## src/rtl/core/assert_macros.svh

```systemverilog
// assertion macros included by the rtl top level
`ifndef ASSERT_MACROS_SVH
`define ASSERT_MACROS_SVH
`ifndef ASSERT_OFF
// same-cycle implication
`define ASSERT_IMPL(lbl, clk, rstn, ante, cons) \
    lbl: assert property (@(posedge clk) disable iff (!rstn) (ante) |-> (cons)) \
        else $error("assertion failed");
// next-cycle implication
`define ASSERT_NEXT(lbl, clk, rstn, ante, cons) \
    lbl: assert property (@(posedge clk) disable iff (!rstn) (ante) |=> (cons)) \
        else $error("assertion failed");
`else
`define ASSERT_IMPL(lbl, clk, rstn, ante, cons)
`define ASSERT_NEXT(lbl, clk, rstn, ante, cons)
`endif
`endif

```

## src/rtl/core/rhp_pkg.sv

```systemverilog
// shared types and constants of the rtp header parser
package rhp_pkg;

    localparam int MAX_DATAGRAM_LEN_DEF = 65535;
    localparam int HDR_BYTES = 12;
    localparam int EXT_W = 16;
    localparam int OFF_W = EXT_W + 3;
    localparam logic [1:0] RTP_VERSION = 2'd2;

    localparam logic [1:0] ST_OK = 2'd0;
    localparam logic [1:0] ST_MALFORMED = 2'd1;
    localparam logic [1:0] ST_BAD_VERSION = 2'd2;

    typedef struct packed {
        logic [7:0]       first;
        logic [7:0]       second;
        logic [15:0]      seq;
        logic [31:0]      tstamp;
        logic [31:0]      ssrc;
        logic [EXT_W-1:0] ext_len;
        logic             overflow;
    } held_t;

    typedef struct packed {
        logic [1:0]  status;
        logic        marker_bit;
        logic [6:0]  media_type;
        logic [15:0] sequence_res;
        logic [31:0] timestamp;
        logic [31:0] source_id;
        logic [15:0] payload_offset;
        logic [15:0] payload_length;
    } res_t;

endpackage

```

## src/rtl/core/rhp_capture.sv

```systemverilog
// byte counter and header field capture
module rhp_capture #(
    parameter int MAX_DATAGRAM_LEN = rhp_pkg::MAX_DATAGRAM_LEN_DEF,
    parameter int CNT_W = $clog2(MAX_DATAGRAM_LEN + 1)
) (
    input  logic               clk,
    input  logic               rst_n,
    input  logic               step,
    input  logic [7:0]         data_byte,
    input  logic               last_byte,
    output rhp_pkg::held_t     hdr_now,
    output logic [CNT_W:0]     len_now
);
    import rhp_pkg::*;

    localparam int IDX_W = (CNT_W > 7) ? CNT_W : 7;
    localparam logic [CNT_W:0] MAX_LEN = (CNT_W + 1)'(MAX_DATAGRAM_LEN);

    held_t            hdr_reg;
    held_t            hdr_next;
    logic [CNT_W-1:0] count_reg;
    logic [CNT_W-1:0] count_next;
    logic [IDX_W-1:0] idx;
    logic [IDX_W-1:0] ext_at;
    logic             len_over;
    logic             cap_en;

    assign len_now  = {1'b0, count_reg} + (CNT_W + 1)'(1);
    assign len_over = len_now > MAX_LEN;
    assign cap_en   = !hdr_reg.overflow && !len_over;
    assign idx      = IDX_W'(count_reg);
    assign ext_at   = IDX_W'(HDR_BYTES + 2) + IDX_W'({hdr_reg.first[3:0], 2'b00});

    always_comb
    begin
        hdr_now = hdr_reg;
        if (cap_en)
        begin
            if (idx == IDX_W'(0))
                hdr_now.first = data_byte;
            if (idx == IDX_W'(1))
                hdr_now.second = data_byte;
            if (idx >= IDX_W'(2) && idx <= IDX_W'(3))
                hdr_now.seq = {hdr_reg.seq[7:0], data_byte};
            if (idx >= IDX_W'(4) && idx <= IDX_W'(7))
                hdr_now.tstamp = {hdr_reg.tstamp[23:0], data_byte};
            if (idx >= IDX_W'(8) && idx <= IDX_W'(11))
                hdr_now.ssrc = {hdr_reg.ssrc[23:0], data_byte};
            if (idx >= IDX_W'(HDR_BYTES) && (idx == ext_at || idx == ext_at + IDX_W'(1)))
                hdr_now.ext_len = {hdr_reg.ext_len[EXT_W-9:0], data_byte};
        end
    end

    always_comb
    begin
        hdr_next   = hdr_reg;
        count_next = count_reg;
        if (step)
        begin
            if (last_byte)
            begin
                hdr_next   = '0;
                count_next = '0;
            end
            else
            begin
                hdr_next          = hdr_now;
                hdr_next.overflow = hdr_reg.overflow || len_over;
                if (!len_over)
                    count_next = len_now[CNT_W-1:0];
            end
        end
    end

    always_ff @(posedge clk or negedge rst_n)
    begin
        if (!rst_n)
        begin
            hdr_reg   <= '0;
            count_reg <= '0;
        end
        else
        begin
            hdr_reg   <= hdr_next;
            count_reg <= count_next;
        end
    end

endmodule

```

## src/rtl/core/rhp_judge.sv

```systemverilog
// end-of-datagram checks and result fields
module rhp_judge #(
    parameter int MAX_DATAGRAM_LEN = rhp_pkg::MAX_DATAGRAM_LEN_DEF,
    parameter int CNT_W = $clog2(MAX_DATAGRAM_LEN + 1)
) (
    input  rhp_pkg::held_t hdr,
    input  logic [CNT_W:0] len,
    input  logic [7:0]     pad,
    output rhp_pkg::res_t  res
);
    import rhp_pkg::*;

    localparam logic [CNT_W:0] MAX_LEN = (CNT_W + 1)'(MAX_DATAGRAM_LEN);

    logic [OFF_W-1:0] len_x;
    logic [OFF_W-1:0] base_off;
    logic [OFF_W-1:0] ext_off;
    logic [OFF_W-1:0] off_sel;
    logic [OFF_W-1:0] room;
    logic [OFF_W-1:0] pad_x;
    logic [OFF_W-1:0] plen;
    logic             has_pad;
    logic             has_ext;

    assign has_pad  = hdr.first[5];
    assign has_ext  = hdr.first[4];
    assign len_x    = OFF_W'(len);
    assign base_off = OFF_W'(HDR_BYTES) + OFF_W'({hdr.first[3:0], 2'b00});
    assign ext_off  = base_off + OFF_W'(4) + OFF_W'({hdr.ext_len, 2'b00});
    assign off_sel  = has_ext ? ext_off : base_off;
    assign room     = len_x - off_sel;
    assign pad_x    = has_pad ? OFF_W'(pad) : '0;
    assign plen     = room - pad_x;

    always_comb
    begin
        res = '0;
        priority if (hdr.overflow || len > MAX_LEN)
            res.status = ST_MALFORMED;
        else if (len_x < OFF_W'(HDR_BYTES))
            res.status = ST_MALFORMED;
        else if (hdr.first[7:6] != RTP_VERSION)
            res.status = ST_BAD_VERSION;
        else if (len_x < base_off)
            res.status = ST_MALFORMED;
        else if (has_ext && len_x < base_off + OFF_W'(4))
            res.status = ST_MALFORMED;
        else if (has_ext && len_x < ext_off)
            res.status = ST_MALFORMED;
        else if (has_pad && (pad == 8'd0 || room < pad_x))
            res.status = ST_MALFORMED;
        else
        begin
            res.status         = ST_OK;
            res.marker_bit     = hdr.second[7];
            res.media_type     = hdr.second[6:0];
            res.sequence_res   = hdr.seq;
            res.timestamp      = hdr.tstamp;
            res.source_id      = hdr.ssrc;
            res.payload_offset = off_sel[15:0];
            res.payload_length = plen[15:0];
        end
    end

endmodule

```

## src/rtl/core/rtp_header_parser_top.sv

```systemverilog
// rtp fixed header parser, top level
//
// input channel: one datagram byte per transfer (data_byte, last_byte),
// handshake byte_valid / byte_stall. output channel: one result per
// datagram, loaded when its last byte leaves the input register,
// handshake res_valid / res_stall.
// a byte is registered on transfer, then counted and captured when it
// leaves the input register; on the last byte the checks run in that same
// cycle and the result register loads and offers the result.
// throughput is one byte per cycle while byte_stall is low, set by the byte
// counter and capture compare in the stage after the input register.
// bytes that are not last keep flowing while a result waits; byte_stall
// rises only when a last byte is registered and the previous result is
// still held by res_stall.
// reset clears the input valid, the header state and the result valid;
// the parser starts a new datagram after reset and after every last byte.
`include "assert_macros.svh"

module rtp_header_parser_top #(
    parameter int MAX_DATAGRAM_LEN = rhp_pkg::MAX_DATAGRAM_LEN_DEF
) (
    input  logic        clk,
    input  logic        rst_n,
    input  logic        byte_valid,
    output logic        byte_stall,
    input  logic [7:0]  data_byte,
    input  logic        last_byte,
    output logic        res_valid,
    input  logic        res_stall,
    output logic [1:0]  status,
    output logic        marker_bit,
    output logic [6:0]  media_type,
    output logic [15:0] sequence_res,
    output logic [31:0] timestamp,
    output logic [31:0] source_id,
    output logic [15:0] payload_offset,
    output logic [15:0] payload_length
);
    import rhp_pkg::*;

    localparam int CNT_W = $clog2(MAX_DATAGRAM_LEN + 1);

    logic           s1_valid_reg;
    logic           s1_valid_next;
    logic [7:0]     s1_byte_reg;
    logic           s1_last_reg;
    logic           s1_hold;
    logic           s1_fire;
    logic           byte_xfer;
    logic           res_valid_reg;
    logic           res_valid_next;
    res_t           res_reg;
    res_t           res_now;
    held_t          hdr_now;
    logic [CNT_W:0] len_now;
    logic           res_err;
    logic           res_blank;

    assign s1_hold    = s1_valid_reg && s1_last_reg && res_valid_reg && res_stall;
    assign s1_fire    = s1_valid_reg && !s1_hold;
    assign byte_stall = s1_hold;
    assign byte_xfer  = byte_valid && !s1_hold;

    always_comb
    begin
        s1_valid_next = s1_valid_reg;
        if (!s1_hold)
            s1_valid_next = byte_valid;
    end

    always_comb
    begin
        res_valid_next = res_valid_reg;
        if (s1_fire && s1_last_reg)
            res_valid_next = 1'b1;
        else if (!res_stall)
            res_valid_next = 1'b0;
    end

    rhp_capture #(
        .MAX_DATAGRAM_LEN (MAX_DATAGRAM_LEN),
        .CNT_W            (CNT_W)
    ) u_capture (
        .clk       (clk),
        .rst_n     (rst_n),
        .step      (s1_fire),
        .data_byte (s1_byte_reg),
        .last_byte (s1_last_reg),
        .hdr_now   (hdr_now),
        .len_now   (len_now)
    );

    rhp_judge #(
        .MAX_DATAGRAM_LEN (MAX_DATAGRAM_LEN),
        .CNT_W            (CNT_W)
    ) u_judge (
        .hdr (hdr_now),
        .len (len_now),
        .pad (s1_byte_reg),
        .res (res_now)
    );

    always_ff @(posedge clk or negedge rst_n)
    begin
        if (!rst_n)
        begin
            s1_valid_reg  <= 1'b0;
            res_valid_reg <= 1'b0;
        end
        else
        begin
            s1_valid_reg  <= s1_valid_next;
            res_valid_reg <= res_valid_next;
        end
    end

    always_ff @(posedge clk)
    begin
        if (byte_xfer)
        begin
            s1_byte_reg <= data_byte;
            s1_last_reg <= last_byte;
        end
        if (s1_fire && s1_last_reg)
            res_reg <= res_now;
    end

    assign res_valid      = res_valid_reg;
    assign status         = res_reg.status;
    assign marker_bit     = res_reg.marker_bit;
    assign media_type     = res_reg.media_type;
    assign sequence_res   = res_reg.sequence_res;
    assign timestamp      = res_reg.timestamp;
    assign source_id      = res_reg.source_id;
    assign payload_offset = res_reg.payload_offset;
    assign payload_length = res_reg.payload_length;

    assign res_err   = res_valid && status != ST_OK;
    assign res_blank = payload_offset == 16'd0 && payload_length == 16'd0 && source_id == 32'd0;

    `ASSERT_IMPL(a_stall_only_on_full, clk, rst_n, byte_stall, res_valid && res_stall)
    `ASSERT_NEXT(a_last_gives_result, clk, rst_n, s1_fire && s1_last_reg, res_valid)
    `ASSERT_IMPL(a_error_zero_fields, clk, rst_n, res_err, res_blank)

endmodule

```

## config.mk

```make
export PLATFORM = sky130hd
export DESIGN_NAME = rtp_header_parser_top
export DESIGN_NICKNAME = d
export VERILOG_FILES = /design/src/rtl/core/rhp_pkg.sv /design/src/rtl/core/rhp_capture.sv /design/src/rtl/core/rhp_judge.sv /design/src/rtl/core/rtp_header_parser_top.sv
export VERILOG_INCLUDE_DIRS = /design/src /design/src/rtl/core
export SDC_FILE = /design/constraint.sdc
export NUM_CORES = 1
export LEC_CHECK = 0
export BUFFER_PORTS_ARGS = -buffer_cell sky130_fd_sc_hd__buf_2
export CORE_AREA = 2 2 163 165
export DETAILED_ROUTE_END_ITERATION = 16
export DIE_AREA = 0 0 165 167
export PLACE_DENSITY = 0.71
export SKIP_CTS_REPAIR_TIMING = 1
export SYNTH_ARGS = -nofsm -noshare
export SYNTH_HDL_FRONTEND = slang
export SYNTH_SLANG_ARGS = --single-unit
```

## constraint.sdc

```tcl
create_clock -name clk -period 9.6 [get_ports clk]
set_input_delay 1.44 -clock clk [delete_from_list [all_inputs] [get_ports clk]]
set_output_delay 1.44 -clock clk [all_outputs]
set_load 0.05 [all_outputs]
```

[After elaboration in Yosys (flattened, before gate mapping)]
Index checks and enable logic that the tools add are counted.
Cells by class
  equality and inequality tests: 6
  magnitude comparators: 13
  multiplexer cells: 19
  reduce and logical (&&, ||, !) cells: 25
  $add $sub $neg: 8
Operator list (number)
  $mux 113: 1
  $mux 112: 1
  $mux 16: 4
  $mux 32: 2
  $lt 17x19->1: 3
  $eq 16x16->1: 2
  $ge 16x4->1 const B: 2
  $mux 8: 3
  $add 19x18->19: 1
  $add 19x3->19 const B: 1
  $lt 19x8->1: 1
  $mux 19: 1
  $sub 17x19->19: 1
  $add 16x1->17 const B: 1
  $gt 17x16->1 const B: 1
  $lt 17x4->1 const B: 1
  $add 16x1->16 const B: 1
  $eq 16x1->1 const B: 1
  $ge 16x2->1 const B: 1
  $ge 16x3->1 const B: 1
  $le 16x2->1 const B: 1
  $le 16x3->1 const B: 1
  $le 16x4->1 const B: 1
  $logic_not 16->1: 1
  13 further kinds: 37
Storage, ports and cells
  register bits after elaboration: 262
  word-level logic and storage cells: 91

[Longest topological paths before layout]
Gate-level depths: netlist of run 1.
  depth in word-level cells: 20
  depth in mapped cells: 33
  depth with buffers taken out: 28

[Cells and area by module]
From an unflattened synthesis of run 1, not the netlist that was laid out.
Second synthesis, totals
  cell total of the unflattened synthesis: 1393
  area total of the unflattened synthesis: 15252.1 um^2
By module, submodules not included
  rhp_capture: times used 1, area an instance 7837.5 um^2, cells an instance 760
  rtp_header_parser_top: times used 1, area an instance 4032.6 um^2, cells an instance 143
  rhp_judge: times used 1, area an instance 3382.0 um^2, cells an instance 490

[Least setup slack after synthesis of run 1]
No wires, ideal clock.
  kind: input to register
  from: input port res_stall
  to: register res_reg, in the netlist marker_bit, enable pin
  cell stages on the path: 1
  arrival time: 7276 ps
  setup time: 641 ps
  required time: 8959 ps
  path slack: 1684 ps
  cell sequence: a21oi_1
On the way
  word-level cells in the longest chain between the ends: 4
RTL lines
  from (decl): line rtp_header_parser_top.sv:29  | input logic res_stall,
  $logic_and 1x1->1: line rtp_header_parser_top.sv:59  | assign s1_hold = s1_valid_reg && s1_last_reg && res_valid_reg && res_stall;
  $logic_not 1->1
  $logic_and 1x1->1: line rtp_header_parser_top.sv:60  | assign s1_fire = s1_valid_reg && !s1_hold;
  $logic_and 1x1->1: line rtp_header_parser_top.sv:124  | if (s1_fire && s1_last_reg)
  to (signal assigned): line rtp_header_parser_top.sv:125  | res_reg <= res_now;
  to (decl): line rtp_header_parser_top.sv:52  | res_t res_reg;
No other way between the ends.
A chain may end at the register's enable or synchronous reset.

[Worst setup path after layout of run 1]
  from: register u_capture.count_reg[11]
  to: register res_reg, in the netlist source_id[27] (data pin)
On the way
  word-level cells in the longest chain between the ends: 14
  elaborated cells between the ends (all ways): 35
  classes of those cells: add/sub (5); order compare (9); eq/ne (3); mux (6); reduce/logical (12)
RTL lines
  from (decl): line rhp_capture.sv:21  | logic [CNT_W-1:0] count_reg;
  from (signal assigned): line rhp_capture.sv:85  | count_reg <= count_next;
  $add 16x1->17: line rhp_capture.sv:28  | assign len_now = {1'b0, count_reg} + (CNT_W + 1)'(1);
  $gt 17x16->1: line rhp_capture.sv:29, rhp_judge.sv:38
  $logic_not 1->1: line rhp_capture.sv:30  | assign cap_en = !hdr_reg.overflow && !len_over;
  $logic_and 1x1->1: line rhp_capture.sv:30
  $mux 112: line rhp_capture.sv:37  | if (cap_en)
  $add 4x6->7: line rhp_judge.sv:28  | assign base_off = OFF_W'(HDR_BYTES) + OFF_W'({hdr.first[3:0], 2'b00});
  $add 19x3->19: line rhp_judge.sv:29, rhp_judge.sv:46
  $add 19x18->19: line rhp_judge.sv:29  | assign ext_off = base_off + OFF_W'(4) + OFF_W'({hdr.ext_len, 2'b00});
  $mux 19: line rhp_judge.sv:30  | assign off_sel = has_ext ? ext_off : base_off;
  $sub 17x19->19: line rhp_judge.sv:31  | assign room = len_x - off_sel;
  $lt 19x8->1: line rhp_judge.sv:50  | else if (has_pad && (pad == 8'd0 || room < pad_x))
  $logic_or 1x1->1: line rhp_judge.sv:50
  $logic_and 1x1->1: line rhp_judge.sv:50
  $reduce_or 7->1 (no line)
Several ways; a longest one is shown, not always the timed one.

==> results of run 1 <==
-- per-stage QoR --
stage,cell area (um2),std cells,util
6_report,15900,1778,0.617
5_1_grt,15900,1778,0.617
4_1_cts,15900,1778,0.617
3_5_place_dp,15000,1728,0.581
3_3_place_gp,15000,1728,0.581
2_1_floorplan,13900,1306,-
-- report_power, final --
group | switching, W | internal, W | total (W) | leakage (nW)
registers | 0.0000608 | 0.00123 | 0.00129 | 3.05
logic | 0.000702 | 0.000400 | 0.00110 | 2.92
clock network | 0.000422 | 0.000635 | 0.00106 | 0.440
-- worst max-delay path, delay by kind of cell (launching register included) --
kind	cells	cell delay, ns
and+or+nand+nor	10	3.68
AOI/OAI and AO/OA	6	2.07
buffers and inverters	2	0.46
muxes	1	0.40
adders and majority gates	3	1.06
xor gates and xnor gates	1	0.23
DFF	1	0.50
-- path summary, 6_finish.rpt --
check | endpoint | slack [ns] | cells past startpoint
worst max-delay path | source_id[27] | 0.75 | 23
worst max register to register | source_id[27] | 0.75 | 23
worst min-delay path | u_capture.hdr_reg[111] | 0.47 | 2
min in group asynchronous | u_capture.hdr_reg[18] | 0.91 | 1
max in group asynchronous | u_capture.hdr_reg[16] | 7.60 | 2
worst min register to register | u_capture.hdr_reg[111] | 0.47 | 2
-- kinds of logic after synthesis --
family | count (synthesis) | synth area share
AO/OA/AOI/OAI | 295 | 0.147
XOR/XNOR | 58 | 0.0364
adder cells (fa/ha/maj) | 61 | 0.0564
buffers and inverters | 104 | 0.0310
flip-flops | 260 | 0.513
multiplexers | 94 | 0.0692
other | 2 | 0.000539
AND/OR/NAND/NOR | 430 | 0.146
-- routing by layer --
| metal | up-vias | wire, um |
|---|---|---|
| met3 | 72 | 1900 |
| li1 | 4973 | - |
| met2 | 358 | 17100 |
| met4 | 0 | 1310 |
| met1 | 5223 | 15800 |
| met5 | - | 0 |
-- final cells by class --
type                    instances  area share
flip-flops and latches        260       0.450
clock inverters                 9     0.00638
inverters                      32     0.00756
multi-input cells             942       0.404
well taps                     335      0.0264
repair buffers                159      0.0550
clock buffers                  41      0.0510
-- Yosys cell counts (8+ instances only) --
| library cell | count |
|---|---|
| nor3_1 | 17 |
| edfxtp_1 | 129 |
| clkbuf_1 | 51 |
| xor2_1 | 15 |
| mux2_2 | 9 |
| o21a_1 | 10 |
| xnor2_1 | 43 |
| a22o_1 | 85 |
| nand2_1 | 140 |
| o21ai_0 | 76 |
| and2_1 | 10 |
| inv_1 | 32 |
| dfrtp_1 | 131 |
| nand4_1 | 14 |
| a21oi_1 | 48 |
| buf_2 | 15 |
| or3_1 | 8 |
| ha_1 | 58 |
| nor4_1 | 9 |
| nand3_1 | 21 |
| nor2_1 | 141 |
| a21o_1 | 9 |
| mux2i_1 | 84 |
| nand2b_1 | 24 |
| and3_1 | 8 |
==> qor.csv, run 1 <==
metric;value;unit
cp.required;9.87;ns
cts_root_buf;clkbuf_16;
syn2layout_area_growth;14.0;%
maxSlewHeadroom;0.237;
cts_buffers;27;
fin_ws;0.754;ns
ys_ff_latch;260;
synth_edf_count;129;
die_h;167;um
met3_usage;0.0403;
grt_pass1_vias;10300;
async_flop_share;0.504;
cts_num_sinks;260;
cpPeakStageDelay;0.96;ns
routedWlPerCell;20.3;um
slowest_stage;or4b_1;
drv_slew;0;
ys_types;73;
yosys_warnings;0;
netlist.area_leader.share;0.278;
synthCells;1304;
grt_busiest_layer;met2;
seq_area;7150;um2
fillers;2090;
mostFrequentLayoutCells;nor2_1, nand2_1, buf_2;
grt_max_degree;110;
pre_cts_ws;0.909;ns
h-tree-depth;1;
tns;0;ns
ys_seq_area_frac;0.513;
outcome;complete, no violations;
final.min_clock_period;8.85;ns
grt.total_usage;0.266;
gp_routability_congestion;0.904;
dieArea;27600;um2
drt-pass1-iter-count;5;
die_w;165;um
drc;0;
power-per-cell-area;217;nW/um2
crit_fanout;109;
synth_top_cell_by_area;edfxtp_1;
final_nets;1496;
setup_viol;0;
worstSetupStartpointType;flop;
use_met1;0.360;
wl;36.1;mm
rows;59;
r2r-start;u_capture.count_reg[11];
hp-class;flop to flop;
globalRouteMet2Util;0.435;
globalRouteOverflowTotal;0;
start_util;0.541;
tritoncts;done;
total_power;0.00345;W
diodes;0;
timing.hold.ws;0.469;ns
clk_latency;0.54;ns
clock_path_buffers;3;
crit_chain;nor4_4 -> nand4b_2 -> or4b_1 -> mux2i_4 -> inv_1 -> ha_1 -> fa_1 -> a211o_1 -> a21o_1 -> a21oi_1 -> xnor2_1 -> nand2b_1 -> ha_1 -> a211o_1 -> or2_1 -> o211a_1 -> or3_1 -> a2111oi_4 -> nand4b_1 -> or4_4 -> nand4_1 -> buf_12 -> nor2_1;
cp.arrival;9.11;ns
drt-initial-drc-count;1020;
core;25800;um2
portBuffers;134;
syn_area;13900;um2
antenna_found_initial;0;
ios;137;
clkTransAtPathRegs;0.06;ns
setup.worst_path.start;u_capture.count_reg[11];
p_leak;6.41;nW
largest_reg_flops;112;
irDropWorstVdd;0.135;mV
final_layout_size_suffix_gt1_frac;0.164;
multi_input_area;6410;um2
crit_type;flop to flop;
antenna_left;0;
grt_pass1_wl;57.2;mm
ys_top_cells_by_area;edfxtp_1, dfrtp_1, mux2i_1, a22o_1, ha_1;
cap_violations;0;
min_from;u_capture.hdr_reg[111];
worst_pin_slew;1.11;ns
avgSynthCellArea;10.7;um2
dr_total_vias;10600;
dp_hpwl;24.6;mm
fin_crit_sh;0.921;
worstSetupEndpointType;flop;
finClkSkew;0.0193;ns
finalHoldViolCount;0;
synthFlopType;dfrtp_1;
rsz0062_at_grt;no;
fmax;113;MHz
via_per_inst;5.98;
Power figures use the tool's default switching activity.
==> inputs of run 2 (changes only) <==
CORE_AREA = 2 2 157 159   (was 2 2 163 165)
DIE_AREA = 0 0 159 161   (was 0 0 165 167)
PLACE_DENSITY = 0.76   (was 0.71)
SKIP_LAST_GASP = 1   (was not set)
==> run 2 against run 1 <==
Effect of this change:
- sequential share of layout area shrank 0.12 points
- die area shrank 7.1%
- flip-flop and latch count is the same
- global-route usage grew 1.1 points
- sequential power is essentially flat
- hold slack gained 0.0083 ns
- clock skew shrank 0.0049 ns
- critical path type unchanged
- largest power group unchanged
==> qor.csv, run 2 (synthesized netlist as in run 1, its figures left out) <==
metric;value;unit;change
dp_hpwl;24.0;mm;-2.6%
hp-class;flop to flop;;
fin_crit_sh;0.935;;+0.0138
gp_routability_congestion;0.949;;+5.0%
die_h;161;um;-3.6%
drv_slew;0;;unchanged
cp.required;9.90;ns;+0.03 ns
grt_pass1_vias;10300;;-0.55%
worst_pin_slew;1.12;ns;+0.00278 ns
largest_reg_flops;112;;unchanged
routedWlPerCell;19.9;um;-2.0%
mostFrequentLayoutCells;nor2_1, nand2_1, buf_2;;
drc;0;;unchanged
seqPwrFrac;0.372;;-0.003
fin_util;0.665;;+0.0482
path_buf_inv;2;;unchanged
crit_fanout;40;;-63%
cts_root_buf;clkbuf_16;;
grt_pass1_wl;56.7;mm;-1.0%
ios;137;;unchanged
clkTransAtPathRegs;0.07;ns;about the same
portBuffers;134;;unchanged
crit_type;flop to flop;;
cts_buffers;27;;unchanged
globalRouteOverflowTotal;0;;unchanged
tns;0;ns;unchanged
worstSetupEndpointType;flop;;
tritoncts;done;;
finalHoldViolCount;0;;unchanged
cp.arrival;9.28;ns;+0.17 ns
maxSlewHeadroom;0.251;;+0.0144
fillers;1880;;-10%
p_leak;6.45;nW;+0.62%
worstSetupStartpointType;flop;;
grt_max_degree;74;;-33%
cpPeakStageDelay;0.97;ns;about the same
switchingPower;0.00120;W;+1.1%
clk_latency;0.56;ns;+0.02 ns
finClkSkew;0.0143;ns;-0.00493 ns
cts_num_sinks;260;;unchanged
crit_family;simple AND/OR/NAND/NOR gates;;
syn2layout_area_growth;14.3;%;
h-tree-depth;1;;unchanged
cap_violations;0;;unchanged
final_layout_size_suffix_gt1_frac;0.167;;+0.00300
slowest_stage;or4b_1;;
die_w;159;um;-3.6%
crit_chain;nor4_4 -> nand4b_2 -> or4b_1 -> mux2i_1 -> inv_1 -> fa_1 -> a211o_1 -> a21o_1 -> a21oi_1 -> xnor2_1 -> nand2b_1 -> ha_1 -> a211o_1 -> or2_1 -> o211a_1 -> or3_1 -> a2111oi_4 -> nand4b_1 -> or4_4 -> nand4_1 -> buf_12 -> nor2_1;;
dr_total_vias;10600;;+0.10%
via_per_inst;6.01;;+0.50%
rows;57;;-3.4%
rsz0062_at_grt;no;;
start_util;0.582;;+0.0407
grt.total_usage;0.277;;+0.0108
core;24000;um2;-7.0%
diodes;0;;unchanged
drt-pass1-iter-count;6;;+1
fmax;111;MHz;-1.5%
p_clk_frac;0.309;;+0.003
cp_common_cell;a211o_1;;
final.min_clock_period;8.98;ns;+0.132 ns
drt-initial-drc-count;927;;-9.1%
clock_path_buffers;3;;unchanged
sw_frac_of_total;0.345;;+0.00163
antenna_left;0;;unchanged
combPwrFrac;0.319;;about the same
power-per-cell-area;218;nW/um2;+0.38%
outcome;complete, no violations;;
dieArea;25600;um2;-7.1%
irDropWorstVdd;0.185;mV;+37%
antenna_found_initial;0;;unchanged
final_nets;1500;;+0.27%
setup_viol;0;;unchanged
wl;35.2;mm;-2.4%
power.internal;0.00228;W;+0.41%
## run 2: changes by cell type in the layout (fill, tap and decap cells not counted)
cell        change
inv_6           -1
inv_16          +1
buf_4           +2
bufinv_16       +2
clkinvlp_4      -1
clkinv_1        +2
clkinv_2        +4
clkbuf_1        -3
clkbuf_16       -2
clkbuf_8        -2
buf_12          +2
## run 2: per-layer routing
layer | track usage | up-vias | part of all wire
met2 | 0.457 | 437 | 0.47
met5 | 0 | - | 0
li1 | - | 4989 | -
met1 | 0.381 | 5132 | 0.42
met4 | 0.0938 | 0 | 0.032
met3 | 0.0390 | 79 | 0.070
## run 2: final timing paths
path	cells after the start	endpoint	startpoint	slack (ns)
worst max-delay path	22	source_id[19]	u_capture.count_reg[11]	0.62
worst min-delay path	2	u_capture.hdr_reg[112]	u_capture.hdr_reg[112]	0.48
worst max register to register	22	source_id[19]	u_capture.count_reg[11]	0.62
worst min register to register	2	u_capture.hdr_reg[112]	u_capture.hdr_reg[112]	0.48
max in group asynchronous	2	u_capture.count_reg[0]	rst_n	7.22
min in group asynchronous	1	u_capture.hdr_reg[77]	rst_n	0.96
## run 2: through the flow
step / cells / total power (W) / setup slack, ns / cell area [um2] / hold slack [ns]
after global placement: 1721 / 0.00238 / 0.869 / 15000 / 0.459
after floorplan: 1306 / 0.00214 / 1.68 / 13900 / 0.440
after CTS: 1771 / 0.00348 / 0.679 / 15900 / 0.481
after global routing: 1771 / 0.00366 / 0.0691 / 15900 / 0.502
final: 1771 / 0.00348 / 0.622 / 15900 / 0.477
after detailed placement: 1721 / 0.00240 / 0.709 / 15000 / 0.467
## run 2: final cells by class
class / count / area [um2] / area share
inverter: 32 / 120 / 0.00754
clock inverter: 16 / 193 / 0.0121
multi-input combinational: 942 / 6410 / 0.403
sequential: 260 / 7150 / 0.449
tap: 324 / 405 / 0.0254
clock buffer: 34 / 722 / 0.0453
timing repair buffer: 163 / 928 / 0.0583
## run 2: power groups by stage
stage | combinational [W] | sequential, W | clock (W)
6_report | 0.00111 | 0.00129 | 0.00107
5_1_grt | 0.00123 | 0.00130 | 0.00113
4_1_cts | 0.00110 | 0.00129 | 0.00109
3_5_place_dp | 0.00109 | 0.00131 | 0
3_3_place_gp | 0.00107 | 0.00131 | 0
2_1_floorplan | 0.000776 | 0.00137 | 0
## run 2: worst reg2reg max path, stage by stage (launching register included)
cell	delay [ns]
dfrtp_1	0.49
nor4_4	0.33
nand4b_2	0.35
or4b_1	0.97
mux2i_1	0.55
inv_1	0.17
fa_1	0.48
a211o_1	0.30
a21o_1	0.16
a21oi_1	0.67
xnor2_1	0.23
nand2b_1	0.24
ha_1	0.38
a211o_1	0.31
or2_1	0.23
o211a_1	0.24
or3_1	0.41
a2111oi_4	0.41
nand4b_1	0.25
or4_4	0.57
nand4_1	0.58
buf_12	0.29
nor2_1	0.11
